[config.mk]
export PLATFORM = sky130hd
export DESIGN_NAME = cartridge_bank_mapper_with_irq_counter
export DESIGN_NICKNAME = d
export VERILOG_FILES = /design/src/hdl/cbm_pkg.sv /design/src/hdl/cbm_core.sv /design/src/hdl/cartridge_bank_mapper_with_irq_counter.sv
export VERILOG_INCLUDE_DIRS = /design/src /design/src/hdl
export SDC_FILE = /design/constraint.sdc
export NUM_CORES = 1
export LEC_CHECK = 0
export BUFFER_PORTS_ARGS = -buffer_cell sky130_fd_sc_hd__buf_2
export CORE_AREA = 4 4 98 100
export DETAILED_ROUTE_END_ITERATION = 8
export DIE_AREA = 0 0 102 104
export PLACE_DENSITY_LB_ADDON = 0.2
export SYNTH_ARGS = -nofsm -noshare
export SYNTH_HDL_FRONTEND = slang
export SYNTH_SLANG_ARGS = --single-unit
[constraint.sdc]
create_clock -name clk -period 4.2 [get_ports clk]
set_clock_uncertainty 0.05 [all_clocks]
set_input_delay 0.84 -clock clk [delete_from_list [all_inputs] [get_ports clk]]
set_output_delay 0.84 -clock clk [all_outputs]
set_load 0.02 [all_outputs]
[src/hdl/cartridge_bank_mapper_with_irq_counter_assert.svh]
// Assertion macros shared by the cartridge bank mapper RTL.
// Included by the modules that carry concurrent checks; no other dependencies.
`ifndef CARTRIDGE_BANK_MAPPER_WITH_IRQ_COUNTER_ASSERT_SVH
`define CARTRIDGE_BANK_MAPPER_WITH_IRQ_COUNTER_ASSERT_SVH

// The condition implies the expression in the same cycle.
`define CBM_ASSERT_SAME(label, clk, rst_n, cond, expr) \
    label: assert property (@(posedge clk) disable iff (!rst_n) (cond) |-> (expr)) \
        else $error("cbm assertion failed: same-cycle implication");

// The condition implies the expression in the next cycle.
`define CBM_ASSERT_NEXT(label, clk, rst_n, cond, expr) \
    label: assert property (@(posedge clk) disable iff (!rst_n) (cond) |=> (expr)) \
        else $error("cbm assertion failed: next-cycle implication");

`endif

[src/hdl/cbm_pkg.sv]
// Shared types and constants of the cartridge bank mapper.
// Used by cbm_core and the top level; depends on nothing else.
package cbm_pkg;

    localparam int ADDR_W  = 16;
    localparam int DATA_W  = 8;
    localparam int BANK_W  = 8;
    localparam int CNT_W   = 15;
    localparam int CFG_W   = 8;

    localparam int IN_TDATA_W  = 24;
    localparam int OUT_TDATA_W = 40;

    // Write decode addresses.
    localparam logic [ADDR_W-1:0] CHR_ADDR    = 16'h8000;
    localparam logic [ADDR_W-1:0] SRAM_ADDR   = 16'hF000;
    localparam logic [ADDR_W-1:0] DECODE_MASK = 16'hE003;
    localparam logic [ADDR_W-1:0] PRG_WIN_SEL = 16'hE000;
    localparam logic [ADDR_W-1:0] MIRROR_SEL  = 16'hE001;
    localparam logic [ADDR_W-1:0] IRQ_SEL     = 16'hE002;

    localparam int MIRROR_BIT = 3;
    localparam int IRQ_EN_BIT = 1;
    localparam int IRQ_MSB    = 14;
    localparam int IRQ_LSB    = 13;

    typedef enum logic
    {
        FUNC_WRITE = 1'b0,
        FUNC_TICK  = 1'b1
    } func_t;

    typedef enum logic
    {
        CFG_CHR_USES_ROM   = 1'b0,
        CFG_FIXED_PRG_BANK = 1'b1
    } cfg_index_t;

    // Mapper state as seen by the result of one item.
    typedef struct packed
    {
        logic              irq_line;
        logic [BANK_W-1:0] sram_page;
        logic              mirror_horizontal;
        logic [BANK_W-1:0] prg_window_bank;
        logic [BANK_W-1:0] chr_bank;
    } cbm_state_t;

endpackage

[src/hdl/cbm_core.sv]
// Mapper register file, write decode and IRQ tick counter.
// Depends on cbm_pkg and the assertion macro header.
`include "cartridge_bank_mapper_with_irq_counter_assert.svh"

module cbm_core
(
    input  logic                       clk,
    input  logic                       rst_n,
    input  logic                       step_en,
    input  cbm_pkg::func_t             func,
    input  logic [cbm_pkg::ADDR_W-1:0] address,
    input  logic [cbm_pkg::DATA_W-1:0] data_value,
    output cbm_pkg::cbm_state_t        state_next
);
    import cbm_pkg::*;

    logic [BANK_W-1:0] chr_bank_reg,    chr_bank_next;
    logic [BANK_W-1:0] prg_window_reg,  prg_window_next;
    logic              mirror_reg,      mirror_next;
    logic [BANK_W-1:0] sram_page_reg,   sram_page_next;
    logic              irq_enabled_reg, irq_enabled_next;
    logic [CNT_W-1:0]  counter_reg,     counter_next;
    logic              irq_pending_reg, irq_pending_next;
    logic [ADDR_W-1:0] decode_sel;

    assign decode_sel = address & DECODE_MASK;

    always_comb
    begin
        chr_bank_next    = chr_bank_reg;
        prg_window_next  = prg_window_reg;
        mirror_next      = mirror_reg;
        sram_page_next   = sram_page_reg;
        irq_enabled_next = irq_enabled_reg;
        counter_next     = counter_reg;
        irq_pending_next = irq_pending_reg;
        if (step_en)
        begin
            if (func == FUNC_TICK)
            begin
                if (irq_enabled_reg)
                begin
                    counter_next = counter_reg + CNT_W'(1);
                    if (counter_next[IRQ_MSB:IRQ_LSB] != counter_reg[IRQ_MSB:IRQ_LSB])
                    begin
                        irq_pending_next = &counter_next[IRQ_MSB:IRQ_LSB];
                    end
                end
            end
            else
            begin
                priority if (address == CHR_ADDR)
                begin
                    chr_bank_next = data_value;
                end
                else if (address == SRAM_ADDR)
                begin
                    sram_page_next = data_value;
                end
                else
                begin
                    unique case (decode_sel)
                        PRG_WIN_SEL: prg_window_next = data_value;
                        MIRROR_SEL:  mirror_next     = data_value[MIRROR_BIT];
                        IRQ_SEL:
                        begin
                            irq_enabled_next = data_value[IRQ_EN_BIT];
                            if (!data_value[IRQ_EN_BIT])
                            begin
                                counter_next = '0;
                            end
                            irq_pending_next = 1'b0;
                        end
                        default: ;
                    endcase
                end
            end
        end
    end

    always_ff @(posedge clk or negedge rst_n)
    begin
        if (!rst_n)
        begin
            chr_bank_reg    <= '0;
            prg_window_reg  <= '0;
            mirror_reg      <= 1'b0;
            sram_page_reg   <= '0;
            irq_enabled_reg <= 1'b0;
            counter_reg     <= '0;
            irq_pending_reg <= 1'b0;
        end
        else
        begin
            chr_bank_reg    <= chr_bank_next;
            prg_window_reg  <= prg_window_next;
            mirror_reg      <= mirror_next;
            sram_page_reg   <= sram_page_next;
            irq_enabled_reg <= irq_enabled_next;
            counter_reg     <= counter_next;
            irq_pending_reg <= irq_pending_next;
        end
    end

    assign state_next.chr_bank          = chr_bank_next;
    assign state_next.prg_window_bank   = prg_window_next;
    assign state_next.mirror_horizontal = mirror_next;
    assign state_next.sram_page         = sram_page_next;
    assign state_next.irq_line          = irq_pending_next;

    // A pending interrupt can only exist while the counter runs.
    `CBM_ASSERT_SAME(a_irq_needs_enable, clk, rst_n, irq_pending_reg, irq_enabled_reg)
    // A stopped counter is held at zero.
    `CBM_ASSERT_SAME(a_idle_counter_zero, clk, rst_n, !irq_enabled_reg, counter_reg == '0)
    // The interrupt is only up while the top two counter bits are both set.
    `CBM_ASSERT_SAME(a_irq_in_window, clk, rst_n, irq_pending_reg, &counter_reg[IRQ_MSB:IRQ_LSB])
    // An enabled tick advances the counter by exactly one.
    `CBM_ASSERT_NEXT(a_tick_advance, clk, rst_n, step_en && func == FUNC_TICK && irq_enabled_reg,
                     counter_reg == CNT_W'($past(counter_reg) + CNT_W'(1)))

endmodule

[src/hdl/cartridge_bank_mapper_with_irq_counter.sv]
// Top level of the cartridge bank mapper with IRQ counter.
// Depends on cbm_pkg and cbm_core.
//
// Usage: each item on the slave stream is either a CPU write into the cartridge
// register space (tuser = 0, tdata carries address and data) or one CPU clock
// tick (tuser = 1, tdata ignored). Every item yields exactly one item on the
// master stream that shows the bank numbers, mirroring and IRQ line as they
// stand after that item has taken effect.
// The fixed 32K program bank is set through the configuration write port,
// which may only be used while no item is in flight.
// An accepted item first waits in the input register, then the decode and
// counter update load the result register. Throughput is one item per cycle
// while the receiver does not stall; the mapper registers and the 15-bit
// counter are updated exactly once per item as it moves to the result register.
// When the receiver stalls, the result register holds its item and the input
// register still takes one more item, so the sender sees backpressure only
// after both stages are full. Reset clears all mapper state to zero (vertical
// mirroring, counter stopped) and the fixed program bank to zero, and empties
// both stages. The graphics source select register does not change any bank
// number, so it is accepted on the port but not kept.

module cartridge_bank_mapper_with_irq_counter
(
    input  logic                            clk,
    input  logic                            rst_n,
    // Slave stream.
    input  logic                            s_axis_tvalid,
    output logic                            s_axis_tready,
    // tdata: address [15:0], data_value [23:16]
    input  logic [cbm_pkg::IN_TDATA_W-1:0]  s_axis_tdata,
    // tuser: func [0]
    input  logic                            s_axis_tuser,
    // Master stream.
    output logic                            m_axis_tvalid,
    input  logic                            m_axis_tready,
    // tdata: chr_bank [7:0], prg_window_bank [15:8], prg_high_bank [23:16],
    //        mirror_horizontal [24], sram_page [32:25], irq_line [33], zeros [39:34]
    output logic [cbm_pkg::OUT_TDATA_W-1:0] m_axis_tdata,
    // Configuration write port.
    input  logic                            cfg_wen,
    input  cbm_pkg::cfg_index_t             cfg_index,
    input  logic [cbm_pkg::CFG_W-1:0]       cfg_data
);
    import cbm_pkg::*;

    // Configuration.
    logic [BANK_W-1:0] fixed_prg_reg;

    // Input stage.
    logic              in_valid_reg;
    func_t             in_func_reg;
    logic [ADDR_W-1:0] in_addr_reg;
    logic [DATA_W-1:0] in_data_reg;

    // Result stage.
    logic              out_valid_reg;
    cbm_state_t        out_state_reg;
    logic [BANK_W-1:0] out_prg_high_reg;

    logic              advance;
    logic              in_take;
    cbm_state_t        state_next;

    // The input item moves on whenever the result register is free or drains.
    assign advance       = in_valid_reg && (!out_valid_reg || m_axis_tready);
    assign s_axis_tready = !in_valid_reg || advance;
    assign in_take       = s_axis_tvalid && s_axis_tready;

    always_ff @(posedge clk or negedge rst_n)
    begin
        if (!rst_n)
        begin
            fixed_prg_reg <= '0;
        end
        else if (cfg_wen)
        begin
            unique case (cfg_index)
                CFG_CHR_USES_ROM:   ;
                CFG_FIXED_PRG_BANK: fixed_prg_reg <= cfg_data;
                default: ;
            endcase
        end
    end

    always_ff @(posedge clk or negedge rst_n)
    begin
        if (!rst_n)
        begin
            in_valid_reg <= 1'b0;
        end
        else if (s_axis_tready)
        begin
            in_valid_reg <= s_axis_tvalid;
        end
    end

    always_ff @(posedge clk)
    begin
        if (in_take)
        begin
            in_func_reg <= func_t'(s_axis_tuser);
            in_addr_reg <= s_axis_tdata[ADDR_W-1:0];
            in_data_reg <= s_axis_tdata[ADDR_W +: DATA_W];
        end
    end

    // The mapper state updates exactly once per item, when it leaves the
    // input register for the result register.
    cbm_core u_core
    (
        .clk        (clk),
        .rst_n      (rst_n),
        .step_en    (advance),
        .func       (in_func_reg),
        .address    (in_addr_reg),
        .data_value (in_data_reg),
        .state_next (state_next)
    );

    always_ff @(posedge clk or negedge rst_n)
    begin
        if (!rst_n)
        begin
            out_valid_reg <= 1'b0;
        end
        else if (advance)
        begin
            out_valid_reg <= 1'b1;
        end
        else if (m_axis_tready)
        begin
            out_valid_reg <= 1'b0;
        end
    end

    always_ff @(posedge clk)
    begin
        if (advance)
        begin
            out_state_reg    <= state_next;
            out_prg_high_reg <= fixed_prg_reg;
        end
    end

    assign m_axis_tvalid = out_valid_reg;
    assign m_axis_tdata  = {(OUT_TDATA_W - 34)'(0),
                            out_state_reg.irq_line,
                            out_state_reg.sram_page,
                            out_state_reg.mirror_horizontal,
                            out_prg_high_reg,
                            out_state_reg.prg_window_bank,
                            out_state_reg.chr_bank};

endmodule
# ---- Word-level counts from Yosys, hierarchy flattened
# Index checks and enable logic that the tools add are counted.
# Widths: inputs -> output; s select.
dict set report totals {
  ff_bits 111
  out_inout_bits 42
}
dict set report op_classes {
  addsub 1
  eq_ne 10
  mux 32
  bitwise_logic 3
  reduce_logical 12
}
# cell n
set ops {}
lappend ops {{$mux 8} 12}
lappend ops {{$mux 15} 6}
lappend ops {{$eq 16x16->1 const B} 2}
lappend ops {{$add 15x1->15 const B} 1}
lappend ops {{$eq 5x5->1 const B} 3}
lappend ops {{$mux 1} 14}
lappend ops {{$ne 2x2->1 const B} 3}
lappend ops {{$reduce_and 6->1} 1}
lappend ops {{$reduce_and 5->1} 1}
lappend ops {{$reduce_and 2->1} 2}
lappend ops {{$reduce_bool 2->1} 2}
lappend ops {{$not 1->1} 3}
lappend ops {{$logic_and 1x1->1} 2}
lappend ops {{$logic_not 1->1} 2}
lappend ops {{$logic_or 1x1->1} 2}
lappend ops {{$ne 2x1->1 const B} 1}
lappend ops {{$ne 2x2->1} 1}

# ---- Depth between registers and ports, before layout
dict set report depth {
  depth_word 6
  ltp_mapped 7
  depth_no_buf 5
}

# ---- Modules after synthesis
# A second synthesis with hierarchy kept.
dict set report unflattened {
  hier_cells 250
  area_unflattened_um2 4141.5
}
# module n_inst cells_per_inst area_per_inst_um2 seq_area_each_um2
set by_module_without_submodules {}
lappend by_module_without_submodules {cartridge_bank_mapper_with_irq_counter 1 91 2205.9 2021.9}
lappend by_module_without_submodules {cbm_core 1 159 1935.6 1051.0}

# ---- Worst setup path before layout
# No wires, ideal clock.
dict set report synth_path {
  path_kind {input to register}
  startpoint {in m_axis_tready}
  endpoint {reg u_core.counter_reg[6]}
  setup_ps 124
  arrival_time_ps 2337
  required_time_ps 4026
  path_slack_ps 1689
  cell_stages 5
  cell_sequence {or2b_4 > nand2_1 > inv_1 > nand2b_1 > a211o_1}
}
dict set report synth_via {
  elab_chain_len 3
}
# item line_no
set synth_lines {}
lappend synth_lines {{start: declaration} cartridge_bank_mapper_with_irq_counter.sv:35} ;# input logic m_axis_tready,
lappend synth_lines {{$logic_or 1x1->1} cartridge_bank_mapper_with_irq_counter.sv:65} ;# assign advance = in_valid_reg && (!out_valid_reg || m_axis_tready);
lappend synth_lines {{$logic_and 1x1->1} cartridge_bank_mapper_with_irq_counter.sv:65}
lappend synth_lines {{named net advance} cartridge_bank_mapper_with_irq_counter.sv:60} ;# logic advance;
lappend synth_lines {{$reduce_and 6->1 (no line)} --}
lappend synth_lines {{end signal: assignment} cbm_core.sv:100} ;# counter_reg <= counter_next;
lappend synth_lines {{end: declaration} cbm_core.sv:22} ;# logic [CNT_W-1:0] counter_reg, counter_next;
# The timed path passes the listed nets, and every way through them passes these cells.
# A chain may end at the register's enable or synchronous reset.

==> summary.txt <==
Final layout
  • Final #Nets: between 300 and 400
  • Commonest non-fill, non-tap cells in the layout: buf_2, edfxtp_1, dfrtp_1
  • Max FFs per register: 26
  • Most common cell after layout, fill and taps aside: buf_2
  • Fraction of layout cells with a size suffix above 1: 0.377
  • N_diodes: 0
  • Area grow syn2layout: 16.0%

Detailed routing
  • Top Metal Used: met4
  • Met2 wire length: ~3.7 mm
  • M1 wire length: between 3 and 4 mm
  • # DRC: 0
  • Drt pass-1 iters: 4
  • Routed WL: 7.87 mm
  • Met3 routed WL: about 650 um
  • Drt initial violations: roughly 140
  • DRT antenna net count: 0
  • Wirelength per Cell: ~17 um
  • Vias: ~2,500
  • Post-DR vias/cell: about 5.4

Synthesis
  • Post-synthesis register bit count: approximately 110
  • Post-synth EDFFs: 59
  • Sequential share of the synthesized area: 0.717
  • Post-synth top area share: 0.413
  • Yosys top cell by area: edfxtp_1
  • Avg Inst Size Synth: about 16 um2
  • Fraction of registers with async set/reset: 0.468
  • Cells after Synth: between 200 and 300
  • Top post-synthesis cells by area: edfxtp_1, dfrtp_1, mux2_2, mux2_4, or4_1
  • Mapped Area: ~4300 um2
  • YS warnings: 0
  • Distinct cells, synth: 46
  • Main synth FF type: edfxtp_1

Critical path
  • Cells along the critical path: and2b_4, nand3_4, or4b_1, mux2_4
  • Cell family with most CP delay: simple AND/OR/NAND/NOR gates
  • CP max stage cell: or4b_1
  • Required @ worst endpoint: 4270 ps
  • CP Capture Type: flip-flop
  • CP Launch Type: flip-flop
  • Flop-to-flop setup slack: roughly 1700 ps
  • Crit-path max FO: 11
  • WP data arrival: 2570 ps
  • Crit path buf inv count: 0
  • Origin of the critical flop-to-flop path: in_func_reg
  • Reg2Reg Capture Point: m_axis_tdata[15]
  • Setup CP Type: reg2reg
  • Critical path's largest stage delay: ~760 ps
  • FF-to-FF path depth: 4

GRT
  • First-pass GRT wire length: about 13 mm
  • Largest net degree at the start of global routing: 36
  • Initial antenna violation count: 0
  • Vias in the first global route: between 2,000 and 3,000
  • Gr ovfl total: 0
  • Global Route Usage Sum: 0.158

CTS
  • CTS max path bufs: 2
  • H-tree Lvls: 3
  • Cts repair resizes: 0
  • Hold_buf cts: 0
  • Setup bufs post-CTS: 0
  • CTS Buf Count: 9
  • Clock insertion delay at the later pin of the skew report: 360 ps
  • CTS tree: yes
  • Worst-path clk slew: 110 ps
  • CTS root buf: clkbuf_8
  • Clock Sinks: approximately 110

Timing
  • Count of final setup violators: 0
  • Fmax: ~0.4 GHz
  • Worst hold slack: ~400 ps
  • RSZ-0062 raised after global routing: false
  • Tcrit/Tclk final: 0.596
  • Final hold vios: 0
  • Fin Setup TNS: 0 ps
  • Crit path time final: ~2500 ps
  • Max-slew headroom: 0.566
  • Worst-Margin Slew: between 600 and 700 ps
  • Final Max Slew Viols: 0

Placed design
  • Number of port buffers: between 70 and 80
  • HPWL after DPL: ~5.4 mm
  • RD Place Congestion: between 0.7 and 0.8

Run
  • Max Cap Violations: 0

Outcome
  • Status: completed

Die
  • Die area: 10,600 um2
  • Core Footprint: around 8700 um2
  • FP Rows: 34
  • Die Wd: around 100 um
  • Initial core utilization: 0.494
  • DIE HEIGHT: 104 um
  • I/O pin total: between 80 and 90

Power
  • Maximum vdd drop: 0.258 mV
  • Leak pwr: 0.00211 uW
  • Power density over cell area: about 440 nW/um2
  • Total power: 2190 uW

Hold path
  • Hold crit path type: in2async
-- worst max-delay path by stage --
stage                  start               endpoint  slack, ps  cells past startpoint
2_1_floorplan  m_axis_tready  u_core.counter_reg[6]       1690                      5
3_3_place_gp   m_axis_tready        m_axis_tdata[5]       1380                      5
3_5_place_dp   m_axis_tready        m_axis_tdata[2]       1290                      5
4_1_cts          in_func_reg       m_axis_tdata[12]       1670                      4
5_1_grt        m_axis_tready        m_axis_tdata[2]       1580                      5
6_report         in_func_reg       m_axis_tdata[15]       1700                      4
-- cell type report --
class,count,area (um2)
clock inverter,7,85.1
sequential,111,3070
multi-input combinational,149,1140
fill,724,3700
inverter,4,15.0
tap,108,135
timing repair buffer,78,400
clock buffer,9,124
-- power by group --
| group | total [uW] | switching (uW) | leakage, uW | internal, uW |
|---|---|---|---|---|
| clock network | 660 | 370 | 0.000109 | 290 |
| registers | 1300 | 47.9 | 0.00125 | 1250 |
| logic | 236 | 145 | 0.000757 | 91.3 |
-- worst register-to-register path: cells and delay by family (launching register included) --
kind | cells | cell delay (ps)
simple gates | 3 | 1220
flops | 1 | 580
mux | 1 | 410
-- cell usage after synthesis, types with 3 or more instances --
cell	count
dfrtp_1	52
or4_1	8
o31ai_1	7
nor4_1	4
buf_2	3
mux2_4	8
buf_4	6
and3_1	4
nand2b_1	3
nor2_1	5
mux2_2	26
edfxtp_1	59
o21ai_0	6
a31oi_1	3
nand2_1	15
a21oi_1	9
nor3_1	3
nand4_1	6
nand3_1	5
inv_1	4
-- metrics by stage --
stage	setup slack [ps]	utilization	instances	cell area, um2
after floorplan	1690	-	275	4310
after global placement	1380	0.549	450	4770
after detailed placement	1290	0.549	450	4770
after CTS	1670	0.573	466	4980
after global routing	1580	0.573	466	4980
final	1700	0.573	466	4980
-- per-layer routing --
| metal | vias up | global-route usage |
|---|---|---|
| met1 | 1214 | 0.217 |
| met5 | - | 0 |
| met2 | 88 | 0.240 |
| met3 | 5 | 0.0496 |
| li1 | 1192 | - |
| met4 | 0 | 0.0487 |
-- cells by family after synthesis --
family          count (synthesis)  synth area share
flops                         111             0.717
simple gates                   72             0.106
compound gates                 36            0.0563
mux                            34            0.0963
buf+inv                        15            0.0210
fa+ha+maj                       1           0.00292
other cells                     1          0.000875
Power figures use the tool's default switching activity.
